==> config.mk <==
export PLATFORM = sky130hd
export DESIGN_NAME = boolean_program_node_top
export DESIGN_NICKNAME = d
export VERILOG_FILES = /design/src/design/bpn_pkg.sv /design/src/design/bpn_alu.sv /design/src/design/boolean_program_node_top.sv
export SDC_FILE = /design/constraint.sdc
export NUM_CORES = 2
export LEC_CHECK = 0
export ABC_AREA = 1
export BUFFER_PORTS_ARGS = -buffer_cell sky130_fd_sc_hd__clkbuf_2
export CAP_MARGIN = 30
export CORE_MARGIN = 8
export CORE_UTILIZATION = 45
export CTS_CLUSTER_DIAMETER = 200
export DETAILED_ROUTE_END_ITERATION = 10
export MAX_ROUTING_LAYER = met4
export PLACE_DENSITY_LB_ADDON = 0.2
export SLEW_MARGIN = 20
export SYNTH_ARGS = -nofsm -noshare
export SYNTH_HDL_FRONTEND = slang
export SYNTH_SLANG_ARGS = --single-unit
==> constraint.sdc <==
create_clock -name clk -period 4.4 [get_ports clk]
set_clock_uncertainty 0.15 [all_clocks]
set_input_delay 0.22 -clock clk [delete_from_list [all_inputs] [get_ports clk]]
set_output_delay 0.22 -clock clk [all_outputs]
set_load 0.1 [all_outputs]
==> src/design/bpn_pkg.sv <==
`default_nettype none

package bpn_pkg;

  // Item kinds carried by the operation field.
  localparam logic [1:0] OP_LOAD    = 2'd0;
  localparam logic [1:0] OP_SET     = 2'd1;
  localparam logic [1:0] OP_TRIGGER = 2'd2;

  // Instruction opcodes. The remaining code yields zero.
  localparam logic [2:0] OPC_INV  = 3'd0;
  localparam logic [2:0] OPC_AND  = 3'd1;
  localparam logic [2:0] OPC_NAND = 3'd2;
  localparam logic [2:0] OPC_OR   = 3'd3;
  localparam logic [2:0] OPC_NOR  = 3'd4;
  localparam logic [2:0] OPC_XOR  = 3'd5;
  localparam logic [2:0] OPC_XNOR = 3'd6;

  typedef struct packed {
    logic [1:0] operation;
    logic [2:0] instr_opcode;
    logic [4:0] src_a;
    logic       src_a_is_input;
    logic [4:0] src_b;
    logic       src_b_is_input;
    logic [3:0] target_reg;
    logic       gen_out;
    logic [4:0] signal_index;
    logic       signal_value;
    logic       signal_is_seq;
  } in_item_t;

  typedef struct packed {
    logic [31:0] output_bits;
    logic        outputs_changed;
    logic        evaluated;
    logic        program_full;
  } out_item_t;

  // One stored program word.
  typedef struct packed {
    logic [2:0] opcode;
    logic [4:0] src_a;
    logic       src_a_is_input;
    logic [4:0] src_b;
    logic       src_b_is_input;
    logic [3:0] target_reg;
    logic       gen_out;
  } instr_t;

  typedef enum logic {
    ST_IDLE,
    ST_RUN
  } state_t;

endpackage

`default_nettype wire

==> src/design/bpn_alu.sv <==
`default_nettype none

module bpn_alu
  import bpn_pkg::*;
#(
  parameter int NUM_INPUTS    = 32,
  parameter int NUM_REGISTERS = 16
) (
  input  instr_t                   instr,
  input  logic [NUM_INPUTS-1:0]    inputs_cur,
  input  logic [NUM_REGISTERS-1:0] regs,
  output logic                     result
);

  logic in_a, in_b, reg_a, reg_b, x, y;

  // Indices beyond the configured inputs or registers read as zero.
  always_comb begin
    in_a  = 1'b0;
    in_b  = 1'b0;
    reg_a = 1'b0;
    reg_b = 1'b0;
    for (int j = 0; j < NUM_INPUTS; j++) begin
      if (32'(instr.src_a) == j) in_a = inputs_cur[j];
      if (32'(instr.src_b) == j) in_b = inputs_cur[j];
    end
    for (int j = 0; j < NUM_REGISTERS; j++) begin
      if (32'(instr.src_a) == j) reg_a = regs[j];
      if (32'(instr.src_b) == j) reg_b = regs[j];
    end
    x = instr.src_a_is_input ? in_a : reg_a;
    y = instr.src_b_is_input ? in_b : reg_b;
  end

  always_comb begin
    unique case (instr.opcode)
      OPC_INV:  result = ~x;
      OPC_AND:  result = x & y;
      OPC_NAND: result = ~(x & y);
      OPC_OR:   result = x | y;
      OPC_NOR:  result = ~(x | y);
      OPC_XOR:  result = x ^ y;
      OPC_XNOR: result = ~(x ^ y);
      default:  result = 1'b0;
    endcase
  end

endmodule

`default_nettype wire

==> src/design/boolean_program_node_top.sv <==
// Channel | Ports                          | Payload
// input   | in_valid, in_ready, in_data    | in_item_t, one command per beat
// result  | out_valid, out_ready, out_data | out_item_t, one result per beat
//
// A load, a set or trigger that does not evaluate, or an unknown operation has
// its result registered at the accepting edge, as has a run of an empty program.
// Otherwise an evaluation reads one program word per cycle and executes it in the
// cycle after its read. Synchronous reset on rst_n clears length, input copies,
// outputs and control; program memory is not cleared. A held result stalls the
// input unless it is taken in the same cycle.
`default_nettype none

module boolean_program_node_top
  import bpn_pkg::*;
#(
  parameter int MAX_INSTRUCTIONS = 64,
  parameter int NUM_INPUTS       = 32,
  parameter int NUM_REGISTERS    = 16,
  parameter int NUM_OUTPUTS      = 32
) (
  input  logic      clk,
  input  logic      rst_n,
  input  logic      in_valid,
  output logic      in_ready,
  input  in_item_t  in_data,
  output logic      out_valid,
  input  logic      out_ready,
  output out_item_t out_data
);

  localparam int AW   = (MAX_INSTRUCTIONS > 1) ? $clog2(MAX_INSTRUCTIONS) : 1;
  localparam int LW   = $clog2(MAX_INSTRUCTIONS + 1);
  localparam int KW   = $clog2(NUM_OUTPUTS + 1);
  localparam int EXTW = (NUM_OUTPUTS > 32) ? NUM_OUTPUTS : 32;

  function automatic logic [31:0] visible_bits(input logic [NUM_OUTPUTS-1:0] v);
    logic [EXTW-1:0] e;
    e = EXTW'(v);
    return e[31:0];
  endfunction

  state_t                   state_r, state_nxt;
  logic [LW-1:0]            prog_len_r, prog_len_nxt;
  logic [NUM_INPUTS-1:0]    cur_r, cur_nxt;
  logic [NUM_INPUTS-1:0]    next_in_r, next_in_nxt;
  logic [NUM_OUTPUTS-1:0]   outv_r, outv_nxt;
  logic [NUM_REGISTERS-1:0] wregs_r, wregs_nxt;
  logic                     seen_r, seen_nxt;
  logic [LW-1:0]            exec_idx_r, exec_idx_nxt;
  logic [KW-1:0]            k_r, k_nxt;
  logic                     changed_r, changed_nxt;
  logic                     out_valid_r, out_valid_nxt;
  out_item_t                out_data_r, out_data_nxt;

  instr_t                   mem [MAX_INSTRUCTIONS];
  instr_t                   rd_data_r;
  instr_t                   wr_data;
  logic                     mem_we;
  logic [AW-1:0]            rd_addr;
  logic                     accept;
  logic                     run;
  logic                     full;
  logic                     alu_res;

  assign wr_data = '{opcode:         in_data.instr_opcode,
                     src_a:          in_data.src_a,
                     src_a_is_input: in_data.src_a_is_input,
                     src_b:          in_data.src_b,
                     src_b_is_input: in_data.src_b_is_input,
                     target_reg:     in_data.target_reg,
                     gen_out:        in_data.gen_out};

  bpn_alu #(
    .NUM_INPUTS   (NUM_INPUTS),
    .NUM_REGISTERS(NUM_REGISTERS)
  ) u_alu (
    .instr     (rd_data_r),
    .inputs_cur(cur_r),
    .regs      (wregs_r),
    .result    (alu_res)
  );

  // Appends go to the entry at the current length; reads feed the executor.
  always_ff @(posedge clk) begin
    if (mem_we) begin
      mem[prog_len_r[AW-1:0]] <= wr_data;
    end
    rd_data_r <= mem[rd_addr];
  end

  assign in_ready  = (state_r == ST_IDLE) && (!out_valid_r || out_ready);
  assign accept    = in_valid && in_ready;
  assign out_valid = out_valid_r;
  assign out_data  = out_data_r;

  always_comb begin
    state_nxt     = state_r;
    prog_len_nxt  = prog_len_r;
    cur_nxt       = cur_r;
    next_in_nxt   = next_in_r;
    outv_nxt      = outv_r;
    wregs_nxt     = wregs_r;
    seen_nxt      = seen_r;
    exec_idx_nxt  = exec_idx_r;
    k_nxt         = k_r;
    changed_nxt   = changed_r;
    out_valid_nxt = out_valid_r && !out_ready;
    out_data_nxt  = out_data_r;
    mem_we        = 1'b0;
    run           = 1'b0;
    full          = 1'b0;
    rd_addr       = '0;

    unique case (state_r)
      ST_IDLE: begin
        if (accept) begin
          case (in_data.operation)
            OP_LOAD: begin
              if (prog_len_r < LW'(MAX_INSTRUCTIONS)) begin
                mem_we       = 1'b1;
                prog_len_nxt = prog_len_r + LW'(1);
              end else begin
                full = 1'b1;
              end
            end
            OP_SET: begin
              for (int j = 0; j < NUM_INPUTS; j++) begin
                if (32'(in_data.signal_index) == j) begin
                  next_in_nxt[j] = in_data.signal_value;
                  if (!in_data.signal_is_seq) begin
                    run        = cur_r[j] != in_data.signal_value;
                    cur_nxt[j] = in_data.signal_value;
                  end
                end
              end
            end
            OP_TRIGGER: begin
              run      = !seen_r || (cur_r != next_in_r);
              cur_nxt  = next_in_r;
              seen_nxt = 1'b1;
            end
            default: ;
          endcase

          if (run && (prog_len_r != '0)) begin
            state_nxt     = ST_RUN;
            wregs_nxt     = '0;
            k_nxt         = '0;
            exec_idx_nxt  = '0;
            changed_nxt   = 1'b0;
            out_valid_nxt = 1'b0;
          end else begin
            out_valid_nxt = 1'b1;
            out_data_nxt  = '{output_bits:     visible_bits(outv_r),
                              outputs_changed: 1'b0,
                              evaluated:       run,
                              program_full:    full};
          end
        end
      end

      ST_RUN: begin
        for (int j = 0; j < NUM_REGISTERS; j++) begin
          if (32'(rd_data_r.target_reg) == j) wregs_nxt[j] = alu_res;
        end
        // Outputs are numbered among generating instructions; extras drop.
        if (rd_data_r.gen_out && (32'(k_r) < NUM_OUTPUTS)) begin
          for (int j = 0; j < NUM_OUTPUTS; j++) begin
            if (32'(k_r) == j) begin
              outv_nxt[j] = alu_res;
              if (outv_r[j] != alu_res) changed_nxt = 1'b1;
            end
          end
          k_nxt = k_r + KW'(1);
        end
        exec_idx_nxt = exec_idx_r + LW'(1);
        rd_addr      = exec_idx_nxt[AW-1:0];
        if (exec_idx_nxt == prog_len_r) begin
          state_nxt     = ST_IDLE;
          out_valid_nxt = 1'b1;
          out_data_nxt  = '{output_bits:     visible_bits(outv_nxt),
                            outputs_changed: changed_nxt,
                            evaluated:       1'b1,
                            program_full:    1'b0};
        end
      end

      default: state_nxt = ST_IDLE;
    endcase
  end

  always_ff @(posedge clk) begin
    if (!rst_n) begin
      state_r     <= ST_IDLE;
      prog_len_r  <= '0;
      cur_r       <= '0;
      next_in_r   <= '0;
      outv_r      <= '0;
      wregs_r     <= '0;
      seen_r      <= 1'b0;
      exec_idx_r  <= '0;
      k_r         <= '0;
      changed_r   <= 1'b0;
      out_valid_r <= 1'b0;
    end else begin
      state_r     <= state_nxt;
      prog_len_r  <= prog_len_nxt;
      cur_r       <= cur_nxt;
      next_in_r   <= next_in_nxt;
      outv_r      <= outv_nxt;
      wregs_r     <= wregs_nxt;
      seen_r      <= seen_nxt;
      exec_idx_r  <= exec_idx_nxt;
      k_r         <= k_nxt;
      changed_r   <= changed_nxt;
      out_valid_r <= out_valid_nxt;
    end
  end

  always_ff @(posedge clk) begin
    out_data_r <= out_data_nxt;
  end

`ifndef NO_ASSERTIONS
  a_len_bound: assert property (@(posedge clk) disable iff (!rst_n)
    prog_len_r <= LW'(MAX_INSTRUCTIONS))
    else $error("program length beyond capacity");

  a_run_idx: assert property (@(posedge clk) disable iff (!rst_n)
    (state_r == ST_RUN) |-> (exec_idx_r < prog_len_r))
    else $error("executing past the end of the program");

  a_run_no_result: assert property (@(posedge clk) disable iff (!rst_n)
    (state_r == ST_RUN) |-> !out_valid_r)
    else $error("result beat pending during an evaluation");

  a_run_len_stable: assert property (@(posedge clk) disable iff (!rst_n)
    (state_r == ST_RUN) |=> $stable(prog_len_r))
    else $error("program changed during an evaluation");
`endif

endmodule

`default_nettype wire

-- Word-level counts from Yosys, hierarchy flattened
Memories as Yosys holds them, arrays and structs flattened. A register that Yosys moved wholly into a read port is not among the register bits.
Cells that the tools add are included.
- register bits: 171
- bits in writable memories: 1280
- logic and storage cells: 916
- memories kept: 1
- memory list (memory ; words ; width ; read ports ; clocked after Yosys merged registers in ; write ports ; line ; text):
    mem ; 64 ; 20 ; 1 ; 1 ; 1 ; boolean_program_node_top.sv:55 ; instr_t mem [MAX_INSTRUCTIONS];
- $add $sub $neg: 3
- order comparisons: 2
- equality and inequality tests: 267
- muxes and demuxes: 439
- bitwise operators: 8
- reductions and logical operators: 104
- operators with widths (kind ; number):
    $mux W1 ; 417
    $eq A5 B5 Y1 const B ; 48
    $reduce_and A5 Y1 ; 32
    $reduce_and A4 Y1 ; 33
    $eq A5 B4 Y1 const B ; 24
    $mux W35 ; 3
    $eq A6 B5 Y1 const B ; 16
    $ne A2 B2 Y1 const B ; 35
    $pmux W35 S2 ; 1
    $ne A1 B1 Y1 ; 64
    $pmux W32 S2 ; 1
    $eq A5 B3 Y1 const B ; 12
    $reduce_and A3 Y1 ; 19
    $eq A6 B4 Y1 const B ; 8
    $ne A2 B1 Y1 const B ; 19
    $eq A4 B4 Y1 const B ; 8
    $mux W16 ; 2
    $mux W32 ; 1
    $ne A32 B32 Y1 ; 1
    $pmux W16 S2 ; 1
    $eq A5 B2 Y1 const B ; 6
    $eq A6 B3 Y1 const B ; 4
    $mux W6 ; 4
    $eq A4 B3 Y1 const B ; 4
    other kinds (35) ; 60

-- Longest topological paths before layout
- word-level depth: 157
- depth in mapped cells: 41

-- Hierarchy
Synthesis repeated with hierarchy kept, for this count alone.
- cell total of the unflattened synthesis: 5142
- area, all modules: 60828.3 um2
- by module, submodules not included (module ; times used ; cells each ; area each (um2) ; sequential area each (um2)):
    boolean_program_node_top ; 1 ; 4847 ; 59392.0 ; 42610.9
    bpn_alu ; 1 ; 295 ; 1436.4 ; 0.0

-- Least setup slack after synthesis
No wires, ideal clock.
- path kind: register -> register
- start: register out_valid_r, in the netlist out_valid
- end: memory mem[7][0] in the netlist's numbering (enable)
- data arrival time: 5071 ps
- required time: 3828 ps
- setup slack: -1244 ps
- stages on the path, launching flop included: 8
- buffers on the path: 0
- cells stage by stage: dfxtp_1 inv_1 nor2_1 nor2_1 nand2_1 nor3_1 clkinv_1 nor3_1
- cells in the longest elaborated chain, start to end: 8
- ends and longest elaborated chain (element ; line ; text):
    start: declaration ; boolean_program_node_top.sv:52 ; logic out_valid_r, out_valid_nxt;
    start signal: assignment ; boolean_program_node_top.sv:216 ; out_valid_r <= out_valid_nxt;
    $logic_not A1 Y1 ; boolean_program_node_top.sv:91 ; assign in_ready = (state_r == ST_IDLE) && (!out_valid_r || out_ready);
    $logic_or A1 B1 Y1 ; boolean_program_node_top.sv:91 ;
    $logic_and A1 B1 Y1 ; boolean_program_node_top.sv:91 ;
    net in_ready ; boolean_program_node_top.sv:24 ; output logic in_ready,
    $logic_and A1 B1 Y1 ; boolean_program_node_top.sv:92 ; assign accept = in_valid && in_ready;
    $mux W1 ; boolean_program_node_top.sv:116 ; if (accept) begin
    $mux W1 ; boolean_program_node_top.sv:114 ; unique case (state_r)
    $mux W1 ; boolean_program_node_top.sv:85 ; if (mem_we) begin
    $mux W1 (not written as such) ; boolean_program_node_top.sv:86 ; mem[prog_len_r[AW-1:0]] <= wr_data;
    end: declaration ; boolean_program_node_top.sv:55 ;
The timed path passes the listed nets, and every way through them passes these cells.

-- Worst setup path in the final report
- start: register rd_data_r[7] (netlist name)
- end: register out_data_r, in the netlist out_data[2], data pin
- cells in the longest elaborated chain, start to end: 157
- elaborated cells on any way between the ends: 239
- ends and longest elaborated chain (element ; line ; text):
    $logic_not A5 Y1 ; bpn_alu.sv:25, bpn_alu.sv:29 ;
    $mux W1 (32 in series) ; bpn_alu.sv:25 ; if (32'(instr.src_b) == j) in_b = inputs_cur[j];
    $mux W1 * ; bpn_alu.sv:32 ; y = instr.src_b_is_input ? in_b : reg_b;
    $xor A1 B1 Y1 (tied with other cells) ; bpn_alu.sv:42, bpn_alu.sv:43 ;
    $not A1 Y1 (on tied branches) ; bpn_alu.sv:43, bpn_alu.sv:41, bpn_alu.sv:39 ;
    $pmux W1 S7 * ; bpn_alu.sv:36 ; unique case (instr.opcode)
    $ne A1 B1 Y1 ; boolean_program_node_top.sv:171 ; if (outv_r[j] != alu_res) changed_nxt = 1'b1;
    $mux W1 ; boolean_program_node_top.sv:171 ;
    (+110 left out) ; -- ;
    $mux W1 ; boolean_program_node_top.sv:169 ; if (32'(k_r) == j) begin
    $mux W1 ; boolean_program_node_top.sv:171 ;
    $mux W1 ; boolean_program_node_top.sv:169 ;
    $mux W1 ; boolean_program_node_top.sv:171 ;
    $mux W1 * ; boolean_program_node_top.sv:169 ;
    $mux W1 * ; boolean_program_node_top.sv:167 ; if (rd_data_r.gen_out && (32'(k_r) < NUM_OUTPUTS)) begin
    $mux W35 * ; boolean_program_node_top.sv:178 ; if (exec_idx_nxt == prog_len_r) begin
    $pmux W35 S2 * ; boolean_program_node_top.sv:114 ;
    end signal: assignment ; boolean_program_node_top.sv:221 ; out_data_r <= out_data_nxt;
    end: declaration ; boolean_program_node_top.sv:53 ; out_item_t out_data_r, out_data_nxt;
Every way passes the cells marked *; elsewhere a longest branch is shown, timed or not. The select of a mux whose other input is x is not followed.
A chain may end at the register's enable or synchronous reset.

==> metrics.md <==
| Metric | Value |
|---|---|
| Outcome | `finished, violations left` |
| Failing checks | `negative setup slack` |
| NetSw | `about 6.4 mW` |
| Data arrival, critical path | `5280 ps` |
| Total Wirelength | `181 mm` |
| Synthesis warning total | `0` |
| Clock power share | `43.5%` |
| Clock Latency Late Sink | `790 ps` |
| Post-layout util | `52.4%` |
| Rows | `between 100 and 150` |
| CTS tree | `built` |
| Top_reg_cell synth | `edfxtp_1` |
| Number of flops mapped to enable cells by yosys | `between 1000 and 1500` |
| CTS sink cnt | `1471` |
| Num CTS Buffers | `155` |
| # DRC | `0` |
| Initial antenna violation count | `5` |
| Die area | `148000 um2` |
| GRT Overall Usage | `24.5%` |
| Final setup viols | `80` |
| Max Cap Viol | `0` |
| Critical setup path kind | `register to register` |
| Vias | `43500` |
| Leak Pwr | `23.7 nW` |
| Sw Ratio | `21.9%` |
| Netlist cell types | `48` |
| Fin. Hold Viols | `0` |
| DR iter-0 viols | `approximately 4800` |
| Pint | `22.9 mW` |
| Nets@finish | `between 5000 and 6000` |
| CP delay by family, top | `simple AND/OR/NAND/NOR gates` |
| Antenna Nets Post-Route | `0` |
| Most common cell after layout, fill and taps aside | `edfxtp_1` |
| Commonest non-fill, non-tap cells in the layout | `edfxtp_1 (1315), nor2_1 (852), o21ai_0 (783)` |
| Placed cell area | `about 65000 um2` |
| Gate Count Post-Synth | `around 5300` |
| RSZ-0062 raised after global routing | `yes` |
| PortBufs | `69` |
| Synth Register Bits | `approximately 1500` |
| Register area share after synthesis | `69.8%` |
| Period Utilization, post-route | `111%` |
| Worst path bufs/invs | `8` |
| Worst rel slew slack | `38.3%` |
| Area delta synth->final | `15.9%` |
| Pwr/cell area | `414 nW/um2` |
| Syn Area/Cell | `11.6 um2` |
| Design Area, Final | `just over 70000 um2` |
| Wire length of the first global-routing pass | `about 270 mm` |
| # IOs | `70` |
| Vias per cell | `just under 6` |
| Die Y | `between 300 and 400 um` |
| Crit-path max cell delay | `between 300 and 400 ps` |
| CP max stage cell | `dfxtp_4` |
| Mapped Area | `61100 um2` |
| Comb pwr share | `4.3%` |
| Grt ovf | `0` |
| Slew Limit Fails | `0` |
| Worst VDD drop | `0.000272 V` |
| Worst setup EP type | `register` |
| Share of cells above drive strength 1 | `13.0%` |
| Critical Path Start Type | `register` |
| Critical Path Fanout Max | `8` |
| Sequential share of power | `52.2%` |
| Mapped Nets | `5312` |
| Reg clk slew, reported paths | `approximately 60 ps` |
| Final WS setup | `-488 ps` |
| DRT Pass-1 Iters | `6` |
| Starting Density | `45.2%` |
| Clock Tree Buf Depth | `3` |
| Post-synth ARST share | `0%` |
| Total chip power | `29.3 mW` |
| CP Data Required Time | `4790 ps` |
| Final Wtd Congestion | `0.941` |
| Post-detail-place hpwl | `102 mm` |
| HP Class | `primary input to register` |
| Post-DR wirelength/cell | `between 20 and 25 um` |
| Minimum clock period | `a little under 5000 ps` |
| Fmax | `0.205 GHz` |
| Vias in the first global route | `41700` |
| Setup_tns | `-18090 ps` |
| Layout fillers | `11600` |
| Largest net degree at the start of global routing | `approximately 130` |
| Clock root buffer | `clkbuf_16` |
| H-tree levels | `4` |
| Die width | `384 um` |
| Least-Margin Pin Slew | `925 ps` |
| Core area | `135000 um2` |
-- sequential cells by signal (all words and copies together), names as in the netlist --
signal,flops
mem,1280
out_data,35
cur_r,32
next_in_r,32
outv_r,32
rd_data_r,20
wregs_r,16
exec_idx_r,7
prog_len_r,7
k_r,6
changed_r,1
out_valid,1
seen_r,1
state_r,1
-- area by class of cell --
type                       count  area [um2]  area share, %
antenna                        1        2.50        0.00354
inverter                     250         967           1.37
timing repair buffer         407        3440           4.85
multi-input combinational   3189       16700           23.5
clock inverter                70         632          0.893
tap                         1781        2230           3.15
sequential                  1471       42600           60.2
clock buffer                 214        4240           5.98
-- metrics by stage --
stage | hold WS [ps] | setup slack, ps | cells
finish | 117 | -488 | 7383
global route | 122 | -934 | 7382
CTS | 55.5 | -628 | 7374
detailed placement | 320 | -872 | 7042
global placement | 310 | -834 | 7042
floorplan | 169 | -89.0 | 5267
-- power groups by stage --
stage / combinational, mW / sequential, mW / clock [mW]
finish: 1.26 / 15.3 / 12.8
global route: 1.34 / 15.3 / 13.4
CTS: 1.22 / 15.3 / 12.9
detailed placement: 1.15 / 15.6 / 0
global placement: 1.15 / 15.6 / 0
floorplan: 0.419 / 15.8 / 0
-- routing by layer --
metal / vias to the layer above / share of wire, % / global-route usage, %
li1: 19900 / - / -
met2: 1777 / 46 / 37.7
met5: - / 0 / -
met4: 0 / 3.1 / 8.30
met3: 323 / 7.7 / 3.73
met1: 21500 / 43 / 33.6
-- repair_timing --
action / 4_1_cts / 5_1_grt
hold buffers: 34 / 1
hold endpoints to repair: 949 / 1
setup buffers: 13 / 9
gates resized for setup: 66 / 43
gates cloned: 1 / 2
pin swaps: 13 / 14
endpoints found under the setup margin: 82 / 131
-- synthesized netlist by cell type, drive strengths merged (5+ instances only) --
cell type  count  area share (%)
a211oi         5           0.061
a21oi        113            0.93
a311oi        13            0.19
a31oi         23            0.24
buf           24            0.24
clkbuf       333             2.0
clkinv         9           0.055
dfxtp        156             5.1
edfxtp      1315              65
ha            12            0.25
inv          241             1.5
nand2        370             2.3
nand3        205             1.7
nand4         58            0.62
nor2         932             5.8
nor3          58            0.48
nor4          21            0.22
o2111ai       10            0.14
o211ai       151             1.9
o21ai        815             6.7
o221ai       154             2.2
o22ai        188             1.9
xnor2         12            0.17
xor2          28            0.40
-- worst register-to-register path: cells and delay by family (launching register included) --
kind | cells | cell delay (ps)
buf+inv | 8 | 780
fa+ha+maj | 1 | 220
simple gates | 16 | 1880
flops | 1 | 380
compound gates | 8 | 1250
-- path summary, 6_finish.rpt --
path	from	end	slack [ps]	depth (start not counted)
setup / recovery	rd_data_r[7]$_DFF_P_	out_data[2]$_SDFFCE_PN0P_	-490	33
hold / removal	in_valid	next_in_r[16]$_SDFFE_PN0P_	120	5
setup reg to reg	rd_data_r[7]$_DFF_P_	out_data[2]$_SDFFCE_PN0P_	-490	33
hold reg to reg	seen_r$_SDFFE_PN0P_	seen_r$_SDFFE_PN0P_	330	2
-- logic make-up after synthesis --
logic type | synth area share, %
flip-flops | 69.8
AO/OA/AOI/OAI | 14.4
buffers and inverters | 3.82
AND/OR/NAND/NOR | 11.1
adder cells (fa/ha/maj) | 0.246
XOR/XNOR | 0.574
Note: power is estimated with default switching activity, not from simulation.
